File: config.mk
export PLATFORM = sky130hd
export DESIGN_NAME = layer_priority_compositor_top
export DESIGN_NICKNAME = d
export VERILOG_FILES = /design/src/rtl/core/lpc_pkg.sv /design/src/rtl/core/layer_priority_compositor_top.sv
export SDC_FILE = /design/constraint.sdc
export NUM_CORES = 1
export LEC_CHECK = 0
export BUFFER_PORTS_ARGS = -buffer_cell sky130_fd_sc_hd__buf_2
export CAP_MARGIN = 20
export CORE_ASPECT_RATIO = 0.6
export CORE_UTILIZATION = 49
export DETAILED_ROUTE_END_ITERATION = 8
export GPL_ROUTABILITY_DRIVEN = 0
export PLACE_DENSITY = 0.76
export SLEW_MARGIN = 20
export SYNTH_ARGS = -nofsm -noshare
export SYNTH_HDL_FRONTEND = slang
export SYNTH_SLANG_ARGS = --single-unit
File: constraint.sdc
create_clock -name i_clk -period 9.67 [get_ports i_clk]
set_clock_uncertainty 0.2 [all_clocks]
set_input_delay 0.4835 -clock i_clk [delete_from_list [all_inputs] [get_ports i_clk]]
set_output_delay 0.4835 -clock i_clk [all_outputs]
set_load 0.05 [all_outputs]
File: src/rtl/core/lpc_pkg.sv
package lpc_pkg;

    localparam int BG_NUM      = 4;
    localparam int COLOR_W     = 15;
    localparam int CH_W        = 5;
    localparam int CH_NUM      = 3;
    localparam int PRIO_W      = 2;
    localparam int PROD_W      = 9;
    localparam int IN_W        = 89;
    localparam int IN_TDATA_W  = 96;
    localparam int OUT_TDATA_W = 16;
    localparam int CFG_IDX_W   = 3;
    localparam int CFG_DATA_W  = 15;

    localparam logic [CH_W-1:0] EV_MAX = 5'd16;
    localparam logic [CH_W-1:0] CH_MAX = 5'd31;

    typedef enum logic [2:0] {
        LT_BG0,
        LT_BG1,
        LT_BG2,
        LT_BG3,
        LT_SPRITE,
        LT_BACKDROP
    } t_layer;

    typedef enum logic [1:0] {
        EFF_NONE,
        EFF_ALPHA,
        EFF_BRIGHT_UP,
        EFF_BRIGHT_DOWN
    } t_effect;

    typedef enum logic [CFG_IDX_W-1:0] {
        REG_LAYER_PRIO,
        REG_LAYER_ENABLE,
        REG_DISPLAY_FLAGS,
        REG_BLEND_TARGETS,
        REG_BLEND_EFFECT,
        REG_ALPHA_COEFFS,
        REG_BRIGHT_COEFF,
        REG_BACKDROP_COLOR
    } t_cfg_reg;

    function automatic logic [CH_W-1:0] clamp_ev(input logic [CH_W-1:0] v);
        return (v > EV_MAX) ? EV_MAX : v;
    endfunction

endpackage

File: src/rtl/core/layer_priority_compositor_top.sv
// throughput: one pixel per cycle, four register stages (input, layer select,
// per-channel multiply, sum and saturate), stalls back up through all stages
// reset: synchronous active-low, clears the stage valid bits and all
// configuration registers to 0
module layer_priority_compositor_top (
    input  logic        i_clk,
    input  logic        i_rst_n,
    input  logic        i_cfg_valid,
    output logic        o_cfg_ready,
    input  logic [lpc_pkg::CFG_IDX_W-1:0]  i_cfg_index,
    input  logic [lpc_pkg::CFG_DATA_W-1:0] i_cfg_data,
    input  logic        i_s_axis_tvalid,
    output logic        o_s_axis_tready,
    // bg_colors[59:0], bg_opaque[63:60], sprite_color[78:64], sprite_opaque[79],
    // sprite_priority[81:80], sprite_semi_transparent[82], window_bg_enable[86:83],
    // window_sprite_enable[87], window_blend_enable[88], zero pad
    input  logic [lpc_pkg::IN_TDATA_W-1:0] i_s_axis_tdata,
    output logic        o_m_axis_tvalid,
    input  logic        i_m_axis_tready,
    // pixel_color[14:0], zero pad
    output logic [lpc_pkg::OUT_TDATA_W-1:0] o_m_axis_tdata
);

    // configuration
    logic [7:0]                    r_layer_prio;
    logic [3:0]                    r_layer_enable;
    logic [1:0]                    r_display_flags;
    logic [11:0]                   r_blend_targets;
    lpc_pkg::t_effect              r_blend_effect;
    logic [9:0]                    r_alpha_coeffs;
    logic [lpc_pkg::CH_W-1:0]      r_bright_coeff;
    logic [lpc_pkg::COLOR_W-1:0]   r_backdrop_color;

    // pipeline control
    logic r_v1, r_v2, r_v3, r_v4;
    logic en1, en2, en3, en4;

    // stage payloads
    logic [lpc_pkg::IN_W-1:0]      r_s1_data;
    logic [lpc_pkg::COLOR_W-1:0]   r_s2_top_c, n_s2_top_c;
    logic [lpc_pkg::COLOR_W-1:0]   r_s2_bot_c, n_s2_bot_c;
    lpc_pkg::t_effect              r_s2_eff, n_s2_eff;
    logic [lpc_pkg::PROD_W-1:0]    r_s3_m0 [lpc_pkg::CH_NUM];
    logic [lpc_pkg::PROD_W-1:0]    n_s3_m0 [lpc_pkg::CH_NUM];
    logic [lpc_pkg::PROD_W-1:0]    r_s3_m1 [lpc_pkg::CH_NUM];
    logic [lpc_pkg::PROD_W-1:0]    n_s3_m1 [lpc_pkg::CH_NUM];
    logic [lpc_pkg::CH_W-1:0]      r_s3_a  [lpc_pkg::CH_NUM];
    lpc_pkg::t_effect              r_s3_eff;
    logic [lpc_pkg::COLOR_W-1:0]   r_s4_color, n_s4_color;

    assign o_cfg_ready = 1'b1;

    assign en4 = !r_v4 || i_m_axis_tready;
    assign en3 = !r_v3 || en4;
    assign en2 = !r_v2 || en3;
    assign en1 = !r_v1 || en2;
    assign o_s_axis_tready = en1;

    assign o_m_axis_tvalid = r_v4;
    assign o_m_axis_tdata  = {1'b0, r_s4_color};

    always_ff @(posedge i_clk) begin
        if (!i_rst_n) begin
            r_layer_prio     <= '0;
            r_layer_enable   <= '0;
            r_display_flags  <= '0;
            r_blend_targets  <= '0;
            r_blend_effect   <= lpc_pkg::EFF_NONE;
            r_alpha_coeffs   <= '0;
            r_bright_coeff   <= '0;
            r_backdrop_color <= '0;
        end else if (i_cfg_valid) begin
            unique case (lpc_pkg::t_cfg_reg'(i_cfg_index))
                lpc_pkg::REG_LAYER_PRIO:     r_layer_prio     <= i_cfg_data[7:0];
                lpc_pkg::REG_LAYER_ENABLE:   r_layer_enable   <= i_cfg_data[3:0];
                lpc_pkg::REG_DISPLAY_FLAGS:  r_display_flags  <= i_cfg_data[1:0];
                lpc_pkg::REG_BLEND_TARGETS:  r_blend_targets  <= i_cfg_data[11:0];
                lpc_pkg::REG_BLEND_EFFECT:
                    r_blend_effect <= lpc_pkg::t_effect'(i_cfg_data[1:0]);
                lpc_pkg::REG_ALPHA_COEFFS:   r_alpha_coeffs   <= i_cfg_data[9:0];
                lpc_pkg::REG_BRIGHT_COEFF:   r_bright_coeff   <= i_cfg_data[4:0];
                lpc_pkg::REG_BACKDROP_COLOR: r_backdrop_color <= i_cfg_data;
            endcase
        end
    end

    // stage 2: layer selection and effect decision
    always_comb begin
        logic [59:0]                 bgc;
        logic [3:0]                  bgo;
        logic [lpc_pkg::COLOR_W-1:0] spc;
        logic                        spo;
        logic [1:0]                  spp;
        logic                        sps;
        logic [3:0]                  wbg;
        logic                        wsp;
        logic                        wbl;
        logic                        win;
        logic [4:0]                  key;
        logic [4:0]                  top_k;
        logic [4:0]                  bot_k;
        lpc_pkg::t_layer             top_t;
        lpc_pkg::t_layer             bot_t;
        logic                        alpha_sprite;
        logic                        dst;
        logic                        src;
        logic [lpc_pkg::COLOR_W-1:0] colors [6];

        bgc = r_s1_data[59:0];
        bgo = r_s1_data[63:60];
        spc = r_s1_data[78:64];
        spo = r_s1_data[79];
        spp = r_s1_data[81:80];
        sps = r_s1_data[82];
        wbg = r_s1_data[86:83];
        wsp = r_s1_data[87];
        wbl = r_s1_data[88];
        win = r_display_flags[1];

        // key is {priority, background number}, backdrop ranks as priority 4
        top_k = {3'd4, 2'd0};
        bot_k = {3'd4, 2'd0};
        top_t = lpc_pkg::LT_BACKDROP;
        bot_t = lpc_pkg::LT_BACKDROP;
        for (int n = 0; n < lpc_pkg::BG_NUM; n++) begin
            key = {1'b0, r_layer_prio[2*n +: 2], 2'(n)};
            if (r_layer_enable[n] && (!win || wbg[n]) && bgo[n]) begin
                if (key < top_k) begin
                    bot_k = top_k;
                    bot_t = top_t;
                    top_k = key;
                    top_t = lpc_pkg::t_layer'(3'(n));
                end else if (key < bot_k) begin
                    bot_k = key;
                    bot_t = lpc_pkg::t_layer'(3'(n));
                end
            end
        end

        // sprite takes only the layer type of the slot it displaces
        alpha_sprite = 1'b0;
        if ((!win || wsp) && r_display_flags[0] && spo) begin
            if ({1'b0, spp} <= top_k[4:2]) begin
                bot_t        = top_t;
                top_t        = lpc_pkg::LT_SPRITE;
                alpha_sprite = sps;
            end else if ({1'b0, spp} <= bot_k[4:2]) begin
                bot_t = lpc_pkg::LT_SPRITE;
            end
        end

        for (int n = 0; n < lpc_pkg::BG_NUM; n++) begin
            colors[n] = bgc[lpc_pkg::COLOR_W*n +: lpc_pkg::COLOR_W];
        end
        colors[4] = spc;
        colors[5] = r_backdrop_color;

        unique case (top_t)
            lpc_pkg::LT_BG0:    n_s2_top_c = colors[0];
            lpc_pkg::LT_BG1:    n_s2_top_c = colors[1];
            lpc_pkg::LT_BG2:    n_s2_top_c = colors[2];
            lpc_pkg::LT_BG3:    n_s2_top_c = colors[3];
            lpc_pkg::LT_SPRITE: n_s2_top_c = colors[4];
            default:            n_s2_top_c = colors[5];
        endcase
        unique case (bot_t)
            lpc_pkg::LT_BG0:    n_s2_bot_c = colors[0];
            lpc_pkg::LT_BG1:    n_s2_bot_c = colors[1];
            lpc_pkg::LT_BG2:    n_s2_bot_c = colors[2];
            lpc_pkg::LT_BG3:    n_s2_bot_c = colors[3];
            lpc_pkg::LT_SPRITE: n_s2_bot_c = colors[4];
            default:            n_s2_bot_c = colors[5];
        endcase

        dst = r_blend_targets[4'(top_t)];
        src = r_blend_targets[4'd6 + 4'(bot_t)];
        n_s2_eff = lpc_pkg::EFF_NONE;
        if (!win || wbl || alpha_sprite) begin
            priority if (alpha_sprite && src) begin
                n_s2_eff = lpc_pkg::EFF_ALPHA;
            end else if (dst && r_blend_effect != lpc_pkg::EFF_NONE &&
                         (src || r_blend_effect != lpc_pkg::EFF_ALPHA)) begin
                n_s2_eff = r_blend_effect;
            end
        end
    end

    // stage 3: per-channel products
    always_comb begin
        logic [lpc_pkg::CH_W-1:0] a;
        logic [lpc_pkg::CH_W-1:0] b;
        logic [lpc_pkg::CH_W-1:0] ea;
        logic [lpc_pkg::CH_W-1:0] eb;
        logic [lpc_pkg::CH_W-1:0] ey;
        logic [9:0]               p0;
        logic [9:0]               p1;

        ea = lpc_pkg::clamp_ev(r_alpha_coeffs[4:0]);
        eb = lpc_pkg::clamp_ev(r_alpha_coeffs[9:5]);
        ey = lpc_pkg::clamp_ev(r_bright_coeff);
        for (int k = 0; k < lpc_pkg::CH_NUM; k++) begin
            a = r_s2_top_c[lpc_pkg::CH_W*k +: lpc_pkg::CH_W];
            b = r_s2_bot_c[lpc_pkg::CH_W*k +: lpc_pkg::CH_W];
            unique case (r_s2_eff)
                lpc_pkg::EFF_ALPHA: begin
                    p0 = 10'(a) * 10'(ea);
                    p1 = 10'(b) * 10'(eb);
                end
                lpc_pkg::EFF_BRIGHT_UP: begin
                    p0 = 10'(lpc_pkg::CH_MAX - a) * 10'(ey);
                    p1 = '0;
                end
                lpc_pkg::EFF_BRIGHT_DOWN: begin
                    p0 = 10'(a) * 10'(ey);
                    p1 = '0;
                end
                default: begin
                    p0 = '0;
                    p1 = '0;
                end
            endcase
            n_s3_m0[k] = p0[lpc_pkg::PROD_W-1:0];
            n_s3_m1[k] = p1[lpc_pkg::PROD_W-1:0];
        end
    end

    // stage 4: sum, shift and saturate (alpha), or add/subtract the shifted product (brightness)
    always_comb begin
        logic [9:0]               sum;
        logic [5:0]               sh;
        logic [lpc_pkg::CH_W-1:0] r;

        n_s4_color = '0;
        for (int k = 0; k < lpc_pkg::CH_NUM; k++) begin
            sum = 10'(r_s3_m0[k]) + 10'(r_s3_m1[k]);
            sh  = sum[9:4];
            unique case (r_s3_eff)
                lpc_pkg::EFF_ALPHA:
                    r = (sh > 6'(lpc_pkg::CH_MAX)) ? lpc_pkg::CH_MAX : sh[4:0];
                lpc_pkg::EFF_BRIGHT_UP:   r = r_s3_a[k] + r_s3_m0[k][8:4];
                lpc_pkg::EFF_BRIGHT_DOWN: r = r_s3_a[k] - r_s3_m0[k][8:4];
                default:                  r = r_s3_a[k];
            endcase
            n_s4_color[lpc_pkg::CH_W*k +: lpc_pkg::CH_W] = r;
        end
    end

    always_ff @(posedge i_clk) begin
        if (!i_rst_n) begin
            r_v1 <= 1'b0;
            r_v2 <= 1'b0;
            r_v3 <= 1'b0;
            r_v4 <= 1'b0;
        end else begin
            if (en1) r_v1 <= i_s_axis_tvalid;
            if (en2) r_v2 <= r_v1;
            if (en3) r_v3 <= r_v2;
            if (en4) r_v4 <= r_v3;
        end
    end

    always_ff @(posedge i_clk) begin
        if (en1) begin
            r_s1_data <= i_s_axis_tdata[lpc_pkg::IN_W-1:0];
        end
        if (en2) begin
            r_s2_top_c <= n_s2_top_c;
            r_s2_bot_c <= n_s2_bot_c;
            r_s2_eff   <= n_s2_eff;
        end
        if (en3) begin
            for (int k = 0; k < lpc_pkg::CH_NUM; k++) begin
                r_s3_m0[k] <= n_s3_m0[k];
                r_s3_m1[k] <= n_s3_m1[k];
                r_s3_a[k]  <= r_s2_top_c[lpc_pkg::CH_W*k +: lpc_pkg::CH_W];
            end
            r_s3_eff <= r_s2_eff;
        end
        if (en4) begin
            r_s4_color <= n_s4_color;
        end
    end

endmodule
-- Word level (Yosys, flattened, before mapping)
Memories as Yosys holds them, arrays and structs flattened.
Cells that the tools add are included.
- add/sub/neg operators: 13
- multipliers: 12
- order comparisons: 16
- eq/ne operators: 22
- multiplexer cells: 64
- bitwise logic cells: 2
- reductions and logical operators: 43
- operator list (cell ; number):
    $pmux W15 S5 ; 2
    $mux W5 ; 22
    $mul A5 B5 Y9 ; 9
    $pmux W9 S3 ; 3
    $mux W3 ; 21
    $pmux W5 S3 ; 3
    $add A9 B9 Y10 ; 3
    $mul A6 B6 Y9 ; 3
    $mux W9 ; 3
    $lt A4 B5 Y1 ; 5
    $eq A3 B2 Y1 const B ; 6
    $eq A3 B3 Y1 const B ; 6
    $gt A6 B5 Y1 const B ; 3
    $sub A5 B5 Y6 const A ; 3
    $reduce_and A2 Y1 ; 8
    $add A5 B5 Y5 ; 3
    $gt A5 B5 Y1 const B ; 3
    $sub A5 B5 Y5 ; 3
    $logic_and A1 B1 Y1 ; 13
    $logic_or A1 B1 Y1 ; 12
    $lt A4 B5 Y1 const B ; 2
    $eq A3 B1 Y1 const B ; 3
    $logic_not A3 Y1 ; 3
    $eq A2 B2 Y1 const B ; 4
    other kinds (12) ; 26
- bits in registers: 200
- memory bits (writable): 69
- input bits: 119
- output and inout port bits: 19
- word-level logic and storage cells: 194
- memories: 3
- memory list (memory ; words ; bits a word ; read ports ; clocked after Yosys merged registers in ; write ports ; RTL line ; text):
    r_s3_m0 ; 3 ; 9 ; 3 ; 0 ; 3 ; layer_priority_compositor_top.sv:43 ; logic [lpc_pkg::PROD_W-1:0] r_s3_m0 [lpc_pkg::CH_NUM];
    r_s3_m1 ; 3 ; 9 ; 3 ; 0 ; 3 ; layer_priority_compositor_top.sv:45 ; logic [lpc_pkg::PROD_W-1:0] r_s3_m1 [lpc_pkg::CH_NUM];
    r_s3_a ; 3 ; 5 ; 3 ; 0 ; 3 ; layer_priority_compositor_top.sv:47 ; logic [lpc_pkg::CH_W-1:0] r_s3_a [lpc_pkg::CH_NUM];

-- Longest topological paths before layout
Gate-level depths: netlist (run 1).
- depth after elaboration: 27
- depth in mapped cells: 38
- gate-level depth less buffers: 33

-- Worst setup path before layout (run 1)
Ideal clock, no wire load.
- kind: register to register
- from: register r_display_flags[1]
- to: register r_s2_eff[0] (data pin)
- setup time: 0.270 ns
- arrival time: 7.623 ns
- required time: 9.200 ns
- setup slack: 1.577 ns
- cell stages (with the launch flop): 39
- path buffers: 5
- clock period less this slack: 8.093 ns
- path through: dfxtp_1 > nor2b_1 > nor2_1 > nand2_1 > ha_1 > a21oi_1 > a21oi_1 > a21oi_1 > ha_1 > or2_2 > a21oi_1 > a31o_2 > buf_6 > clkbuf_1 > nor2_1 > a21oi_1 > ha_1 > nor2_1 > [3 not listed] > clkbuf_1 > nand2_1 > nand2_1 > ha_1 > nand2_1 > o21ai_0 > a31oi_1 > nor2_2 > maj3_1 > a21oi_1 > nor2_1 > clkinv_1 > clkbuf_1 > ha_1 > nand2b_1 > o221ai_1 > a2111oi_1 > o32ai_1
- word-level cells in the longest chain between the ends: 27
- elaborated cells on any way between the ends: 73
- those cells by class: add/sub (1); order compare (7); mux (43); reduce/logical (22)
- RTL lines (element ; RTL line ; text):
    start: declaration ; layer_priority_compositor_top.sv:27 ; logic [1:0] r_display_flags;
    start signal: assignment ; layer_priority_compositor_top.sv:76 ; lpc_pkg::REG_DISPLAY_FLAGS: r_display_flags <= i_cfg_data[1:0];
    $logic_not A1 Y1 (*) ; layer_priority_compositor_top.sv:127, layer_priority_compositor_top.sv:142, layer_priority_compositor_top.sv:178 ;
    $logic_or A1 B1 Y1 ; layer_priority_compositor_top.sv:127 ; if (r_layer_enable[n] && (!win || wbg[n]) && bgo[n]) begin
    $logic_and A1 B1 Y1 (2 in series) ; layer_priority_compositor_top.sv:127 ;
    $mux W5 ; layer_priority_compositor_top.sv:127 ;
    $lt A4 B5 Y1 ; layer_priority_compositor_top.sv:128 ; if (key < top_k) begin
    $mux W5 ; layer_priority_compositor_top.sv:128 ;
    $mux W5 ; layer_priority_compositor_top.sv:127 ;
    $lt A4 B5 Y1 ; layer_priority_compositor_top.sv:133 ; end else if (key < bot_k) begin
    [10 not listed] ; - ;
    $mux W3 ; layer_priority_compositor_top.sv:142 ; if ((!win || wsp) && r_display_flags[0] && spo) begin
    $add A3 B3 Y4 ; layer_priority_compositor_top.sv:176 ; src = r_blend_targets[4'd6 + 4'(bot_t)];
    $bmux W1 S4 ; layer_priority_compositor_top.sv:176 ;
    $mux W1 (implied by the code) ; layer_priority_compositor_top.sv:176 ;
    $logic_or A1 B1 Y1 ; layer_priority_compositor_top.sv:182 ; (src || r_blend_effect != lpc_pkg::EFF_ALPHA)) begin
    $logic_and A1 B1 Y1 ; layer_priority_compositor_top.sv:181 ; end else if (dst && r_blend_effect != lpc_pkg::EFF_NONE &&
    $mux W1 ; layer_priority_compositor_top.sv:181 ;
    $mux W1 ; layer_priority_compositor_top.sv:179 ; priority if (alpha_sprite && src) begin
    end signal: assignment ; layer_priority_compositor_top.sv:269 ; r_s2_eff <= n_s2_eff;
    end: declaration ; layer_priority_compositor_top.sv:42 ; lpc_pkg::t_effect r_s2_eff, n_s2_eff;
Mark *: on every way between the ends. The rest lies on a longest branch, timed or not. The select of a mux whose other input is x is not followed.
A chain may end at the register's enable or synchronous reset.

-- Final worst setup path (run 1)
- from: register r_display_flags[1]
- to: register r_s2_bot_c[9] in the netlist's numbering (data pin)
- word-level cells in the longest chain between the ends: 22
- elaborated cells on any way between the ends: 62
- those cells by class: order compare (7); eq/ne (4); mux (34); reduce/logical (17)
- RTL lines (element ; RTL line ; text):
    $logic_not A1 Y1 (*) ; layer_priority_compositor_top.sv:127, layer_priority_compositor_top.sv:142 ;
    $logic_or A1 B1 Y1 ; layer_priority_compositor_top.sv:127 ;
    $logic_and A1 B1 Y1 (2 in series) ; layer_priority_compositor_top.sv:127 ;
    $mux W5 ; layer_priority_compositor_top.sv:127 ;
    $lt A4 B5 Y1 ; layer_priority_compositor_top.sv:128 ;
    $mux W5 ; layer_priority_compositor_top.sv:128 ;
    $mux W5 ; layer_priority_compositor_top.sv:127 ;
    $lt A4 B5 Y1 ; layer_priority_compositor_top.sv:133 ;
    [6 not listed] ; - ;
    $mux W5 ; layer_priority_compositor_top.sv:127 ;
    $le A2 B3 Y1 ; layer_priority_compositor_top.sv:147 ; end else if ({1'b0, spp} <= bot_k[4:2]) begin
    $mux W3 ; layer_priority_compositor_top.sv:147 ;
    $mux W3 ; layer_priority_compositor_top.sv:143 ; if ({1'b0, spp} <= top_k[4:2]) begin
    $mux W3 (*) ; layer_priority_compositor_top.sv:142 ;
    $eq A3 B3 Y1, or another cell as far along ; layer_priority_compositor_top.sv:166 ; unique case (bot_t)
    $pmux W15 S5 (*) ; layer_priority_compositor_top.sv:166 ;
    via n_s2_bot_c (one bit) ; layer_priority_compositor_top.sv:41 ; logic [lpc_pkg::COLOR_W-1:0] r_s2_bot_c, n_s2_bot_c;
    end signal: assignment ; layer_priority_compositor_top.sv:268 ; r_s2_bot_c <= n_s2_bot_c;
    end: declaration ; layer_priority_compositor_top.sv:41 ;
Mark *: on every way through the listed nets, which the timed path passes. The rest lies on a longest branch.

==> run_results.csv, run 1 <==
group,metric,value,unit
sta,slew_violations,0,
floorplanning,coreArea,0.04348,sq mm
sta,max-slew-margin-rel,28.66,%
sta,layout_min_cycle_time,9.226,ns
logic_synthesis,synthCells,2230,
power,leakagePower,11.69,nW
grt,grt_usage,26.42,%
critical_path,arrival,9.27,ns
worst_hold_path,hold_path_startpoint,"i_cfg_data[11]",
logic_synthesis,synth_cell_types,69,
route,drt_iter0_drc,1894,
sta,finalSetupTns,0,ns
placed_design,place_worst_setup_slack,0.3353,ns
critical_path,start_kind,"flop",
critical_path,rr_startpoint,"r_display_flags[1]$_SDFFE_PN0P_",
floorplanning,die_h,165.0,microns
route,drt_pre_antenna_iters,7,
route,ant_nets,0,
cts,numCtsBuffers,27,
critical_path,slowest_stage,"buf_4",
flow_run,maxCapViolCount,0,
cells_and_area,drive_above_1_share,9.732,%
grt,grt_max_degree,72,
sta,fmax,0.1084,GHz
cts,h-tree-depth,1,
cts,max-clock-path-buffers,3,
critical_path,endpoint_kind,"flop",
status,status,"finished clean",
route,routed_wl,59.26,mm
logic_synthesis,yosysSeqAreaShare,34.37,%
critical_path,crit_path_max_incr_delay,0.58,ns
cells_and_area,stdcell_count,3005,
critical_path,critPathMaxFanout,35,
logic_synthesis,ys_ff_latch,269,
sta,fin_ws,0.4442,ns
placed_design,portBuffers,128,
placed_design,placed_cells,2862,
sta,worst_pin_slew,1.068,ns
critical_path,worstSetupPathType,"reg -> reg",
grt,grt_pass1_wl,92.57,mm
critical_path,cp_data_required_time,9.71,ns
power,power.share.clock,38.7,%
power,switchingPower,682.2,uW
logic_synthesis,synth-edff-count,207,
power,p_comb_share,9.5,%
power,ir_drop,0.1583,mV
floorplanning,initial_core_util,49.90,%
power,p_seq_share,51.8,%
floorplanning,fp.dieArea,0.04515,sq mm
placed_design,dpl_cell_area,0.02286,sq mm
power,swShare,26.09,%
grt,grt_overflow,0,
cts,clock_sinks,269,
cts,clockRootBuffer,"clkbuf_16",
cells_and_area,design_area,0.02465,sq mm
logic_synthesis,avgSynthCellArea,9.729,sq um
floorplanning,ios,138,
cells_and_area,final_common_cell,"nand2_1",
cells_and_area,layout_common_cells,"nand2_1 (287), ha_1 (253), inv_1 (242)",
logic_synthesis,yosys_warnings,0,
logic_synthesis,syn-num-nets,2704,
sta,finalCritPeriodShare,95.41,%
sta,setup_violations,0,
critical_path,cpMostUsedCell,"a21oi_1",
worst_hold_path,hold_class,"in -> reg",
logic_synthesis,syn_area,0.02170,sq mm
route,wire_per_inst,19.72,microns
floorplanning,placementRows,59,
power,internal_power,1.933,mW
route,vias,17227,
cells_and_area,n_fill_cell,3557,
sta,finalHoldViolCount,0,
sta,grt_setup_unrepaired,"false",
route,drc,0,
grt,grt_pass1_vias,16767,
cts,cts_tree,"yes",
route,vias_per_cell,5.733,
logic_synthesis,synth-main-ff-cell,"edfxtp_1",
logic_synthesis,async_flop_share,0,%
critical_path,startpoint,"r_display_flags[1]$_SDFFE_PN0P_",
cells_and_area,area.growth.synth_to_final,13.64,%
cells_and_area,final_nets,2879,
placed_design,dp_hpwl,43.16,mm
floorplanning,die_w,273.7,microns
cts,clock_latency,0.55,ns
grt,antenna_found_initial,1,
cts,clk_pin_slew,0.07,ns
power,powerDensity,106.1,mW/mm^2
[final cells by class]
class / count / area, sq um / share of cell area [%]
Antenna cell: 1 / 2.502 / 0.01015
Clock buffer: 30 / 706.9 / 2.867
Clock inverter: 19 / 137.6 / 0.5582
Inverter: 242 / 912.1 / 3.700
Multi-Input combinational cell: 1621 / 12970 / 52.63
Sequential cell: 269 / 7457 / 30.25
Tap cell: 579 / 724.4 / 2.938
Timing Repair Buffer: 244 / 1739 / 7.054
[path summary, 6_finish.rpt]
| kind | to | slack (ns) | depth (start not counted) |
|---|---|---|---|
| setup / recovery | r_s2_bot_c[9]$_DFFE_PP_ | 0.44 | 32 |
| hold / removal | r_blend_targets[11]$_SDFFE_PN0P_ | 0.03 | 3 |
| setup reg to reg | r_s2_bot_c[9]$_DFFE_PP_ | 0.44 | 32 |
| hold reg to reg | r_alpha_coeffs[0]$_SDFFE_PN0P_ | 0.27 | 2 |
[state kept, by name (all words and copies together) (netlist names), 4 cells and up]
name and flops:
r_s2_top_c 15, r_s3_m1 27, r_s2_bot_c 15, r_backdrop_color 15
r_s3_a 15, r_s4_color 15, r_bright_coeff 5, r_s1_data 89
r_s3_m0 27, r_blend_targets 12, r_layer_enable 4, r_alpha_coeffs 10
r_layer_prio 8
[synthesized netlist by cell type (all sizes together) (10+ instances only)]
cell type	number	area [sq um]
o21ai	48	240.2
nor3	14	70.07
a21boi	45	337.8
nand2	289	1085
nor2b	65	414.1
ha	253	3166
fa	102	2042
o221ai	19	166.4
nand2b	36	225.2
a22oi	22	165.2
clkbuf	83	311.6
mux2i	59	590.6
a21o	39	292.8
a21oi	80	400.4
mux2	10	112.6
inv	241	904.6
nand3	20	100.1
a31oi	18	112.6
nor2	116	437.9
a221oi	17	148.9
xor2	18	157.7
and2	109	681.9
dfxtp	62	1241
o211ai	20	155.1
o21bai	13	97.59
o22ai	18	112.6
xnor2	93	814.5
buf	15	85.07
o21a	13	97.59
edfxtp	207	6216
[routing by layer]
metal	wire length (microns)	share of wire [%]	global-route usage, %
met1	26270	44	38.97
met2	24060	41	38.93
met3	7482	13	6.295
met4	1445	2.4	5.866
met5	0	0	0
[worst max-delay path: cells and delay by family, from the launching register on]
kind / cells / cell delay [ns]
adders and majority gates: 4 / 1.17
buffers and inverters: 3 / 1.26
muxes: 1 / 0.32
AOI/OAI and AO/OA: 15 / 4.00
DFF: 1 / 0.41
and+or+nand+nor: 9 / 1.53
[power by group through the flow]
stage / logic [mW] / registers (mW) / clock network, mW
floorplan: 0.135 / 1.35 / 0
global placement: 0.204 / 1.37 / 0
detailed placement: 0.212 / 1.37 / 0
CTS: 0.242 / 1.35 / 1.02
global route: 0.269 / 1.36 / 1.07
finish: 0.248 / 1.35 / 1.01
[kinds of logic after synthesis]
| family | share of synthesized area (%) |
|---|---|
| AO/OA/AOI/OAI | 12.81 |
| XOR/XNOR | 4.481 |
| adder cells (fa/ha/maj) | 24.09 |
| buffers and inverters | 6.015 |
| flip-flops | 34.37 |
| multiplexers | 3.241 |
| other | 0.03461 |
| AND/OR/NAND/NOR | 14.95 |
[metrics by stage]
stage | util (%) | power [mW] | hold slack (ns)
5_1_grt | 56.70 | 2.694 | 0.03237
3_3_place_gp | 52.58 | 1.576 | 0.2489
2_1_floorplan | - | 1.486 | 0.2244
3_5_place_dp | 52.58 | 1.587 | 0.2585
4_1_cts | 56.62 | 2.610 | 0.01176
6_report | 56.70 | 2.615 | 0.02960
[repair_timing]
| item | CTS | global route |
|---|---|---|
| hold endpoints to repair | 91 | 0 |
| endpoints found under the setup margin | 0 | 11 |
| hold buffers | 91 | 0 |
| resized for setup | 0 | 2 |
| buffers inserted | 0 | 2 |
(Power assumes the default switching activity.)
==> run 2: changes to the inputs <==
--- a/config.mk
+++ b/config.mk
@@ -8,10 +8,10 @@
 export BUFFER_PORTS_ARGS = -buffer_cell sky130_fd_sc_hd__buf_2
 export CAP_MARGIN = 20
 export CORE_ASPECT_RATIO = 0.6
-export CORE_UTILIZATION = 49
+export CORE_UTILIZATION = 60
 export DETAILED_ROUTE_END_ITERATION = 8
 export GPL_ROUTABILITY_DRIVEN = 0
-export PLACE_DENSITY = 0.76
+export PLACE_DENSITY = 0.88
 export SLEW_MARGIN = 20
 export SYNTH_ARGS = -nofsm -noshare
 export SYNTH_HDL_FRONTEND = slang
==> run 2 against run 1 <==
  * The run now ends with design-rule violations left
  * Clock-buffer cell count up 4
  * Combinational power about the same
  * Final cell count decreased by 3.8%
  * Register-to-register slack got worse by 0.07 ns
  * Core utilization grew 13 points
  * Sequential power about the same
  * Total power is 1.1% higher
  * Sequential share of layout area grew 0.19 points
  * Fmax fell by 0.76%
  * Wire length up 5.2%
  * Final area fell by 0.61%
  * Critical endpoint is now r_s2_eff[0]$_SDFFCE_PP0P_
  * Largest cell class unchanged
  * Largest power group unchanged
==> run_results.csv, run 2 (synthesis gave the netlist of run 1 again) <==
group,metric,value,unit
sta,layout_min_cycle_time,9.297,ns
grt,antenna_found_initial,2,
route,drc,15,
critical_path,cpMostUsedCell,"a21oi_1",
flow_run,maxCapViolCount,0,
status,status,"finished with violations",
critical_path,slowest_stage,"o211a_1",
sta,setup_violations,0,
power,power,2.643,mW
cts,h-tree-depth,1,
cells_and_area,layout_common_cells,"nand2_1 (287), ha_1 (253), inv_1 (241)",
cts,clock_sinks,269,
cts,cts_tree,"yes",
cells_and_area,largest_register_ffs,89,
grt,grt_pass1_vias,18003,
sta,fmax,0.1076,GHz
cells_and_area,final-seq-area,0.007457,sq mm
cts,clock_latency,0.56,ns
cts,clockRootBuffer,"clkbuf_16",
cells_and_area,final_nets,2876,
placed_design,portBuffers,128,
sta,finalHoldViolCount,0,
status,violations,"design-rule violations",
grt,grt_overflow,0,
sta,timing.hold.ws,0.03277,ns
route,vias,18082,
cells_and_area,n_fill_cell,2378,
sta,finalSetupTns,0,ns
critical_path,endpoint_kind,"flop",
grt,grt_pass1_wl,96.58,mm
critical_path,start_kind,"flop",
critical_path,worst-path-buf-inv,2,
critical_path,critical_path.top_delay_family,"compound AO/OA/AOI/OAI gates",
placed_design,dp_hpwl,43.05,mm
route,routed_wl,62.34,mm
floorplanning,placementRows,53,
sta,finalCritPeriodShare,96.14,%
cells_and_area,area.growth.synth_to_final,12.95,%
route,drt_pre_antenna_iters,9,
power,leakagePower,11.67,nW
cts,numCtsBuffers,26,
route,vias_per_cell,6.257,
cells_and_area,multi_input_area,0.01298,sq mm
route,ant_nets,0,
route,wire_per_inst,21.57,microns
floorplanning,fp.dieArea,0.03695,sq mm
cells_and_area,top_regs,"r_s1_data x89, r_s3_m0 x27, r_s3_m1 x27",
floorplanning,coreArea,0.03528,sq mm
critical_path,crit_path_max_incr_delay,0.52,ns
power,powerDensity,107.9,mW/mm^2
critical_path,cp_data_required_time,9.76,ns
cells_and_area,drive_above_1_share,9.376,%
power,ir_drop,0.1246,mV
grt,grt_max_degree,72,
sta,max-slew-margin-rel,30.06,%
cells_and_area,final_common_cell,"nand2_1",
grt,grt_usage,33.95,%
worst_hold_path,hold_class,"in -> reg",
floorplanning,ios,138,
floorplanning,die_h,149.3,microns
sta,worst_pin_slew,1.046,ns
critical_path,critPathMaxFanout,18,
critical_path,arrival,9.39,ns
route,drt_iter0_drc,2453,
sta,grt_setup_unrepaired,"false",
cells_and_area,largest_register,"r_s1_data",
critical_path,worstSetupPathType,"reg -> reg",
cts,clk_pin_slew,0.07,ns
floorplanning,initial_core_util,61.50,%
cts,max-clock-path-buffers,3,
sta,slew_violations,0,
floorplanning,die_w,247.5,microns
## run 2: path summary, 6_finish.rpt
check,from,end,slack (ns),depth (start not counted)
worst min-delay path,i_cfg_data[14],r_backdrop_color[14]$_SDFFE_PN0P_,0.03,3
worst max-delay path,r_display_flags[1]$_SDFFE_PN0P_,r_s2_eff[0]$_SDFFCE_PP0P_,0.37,30
worst min register to register,r_alpha_coeffs[0]$_SDFFE_PN0P_,r_alpha_coeffs[0]$_SDFFE_PN0P_,0.27,2
worst max register to register,r_display_flags[1]$_SDFFE_PN0P_,r_s2_eff[0]$_SDFFCE_PP0P_,0.37,30
## run 2: layer usage
| layer | track usage [%] | vias to the layer above | routed length, microns |
|---|---|---|---|
| met5 | 0 | - | 0 |
| met4 | 13.34 | 0 | 3136 |
| met3 | 10.11 | 297 | 9318 |
| met2 | 52.15 | 1341 | 26260 |
| met1 | 45.08 | 8482 | 23630 |
| li1 | - | 7962 | - |
## run 2: cell type report
type / count / area share (%)
clock inverter: 13 / 0.4442
timing repair buffer: 242 / 7.051
inverter: 242 / 3.722
multi-input combinational: 1621 / 52.96
tap: 467 / 2.384
sequential: 269 / 30.43
antenna: 2 / 0.02042
clock buffer: 34 / 2.987
## run 2: where the power goes
part	switching (mW)	internal, mW
registers	0.0745	1.28
clock network	0.470	0.563
logic	0.140	0.111
total	0.684	1.96
## run 2: repair_timing
item,in CTS,in global routing
endpoints found under the setup margin,0,17
endpoints found under the hold margin,91,0
resized for setup,0,4
setup buffers,0,2
hold buffers,91,0
## run 2: through the flow
stage / cells / utilization [%] / worst slack [ns] / instance area (sq um)
2_1_floorplan: 2230 / - / 1.577 / 21700
3_3_place_gp: 2748 / 64.35 / 0.7038 / 22700
3_5_place_dp: 2748 / 64.35 / 0.3785 / 22700
4_1_cts: 2886 / 69.32 / 0.3268 / 24450
5_1_grt: 2890 / 69.46 / 0.02634 / 24500
6_report: 2890 / 69.46 / 0.3732 / 24500
## run 2: tightest hold or removal path: cells and delay by family
kind	cells	cell delay, ns
AND/OR/NAND/NOR	1	0.07
AO/OA/AOI/OAI	1	0.08
buffers and inverters	1	0.10
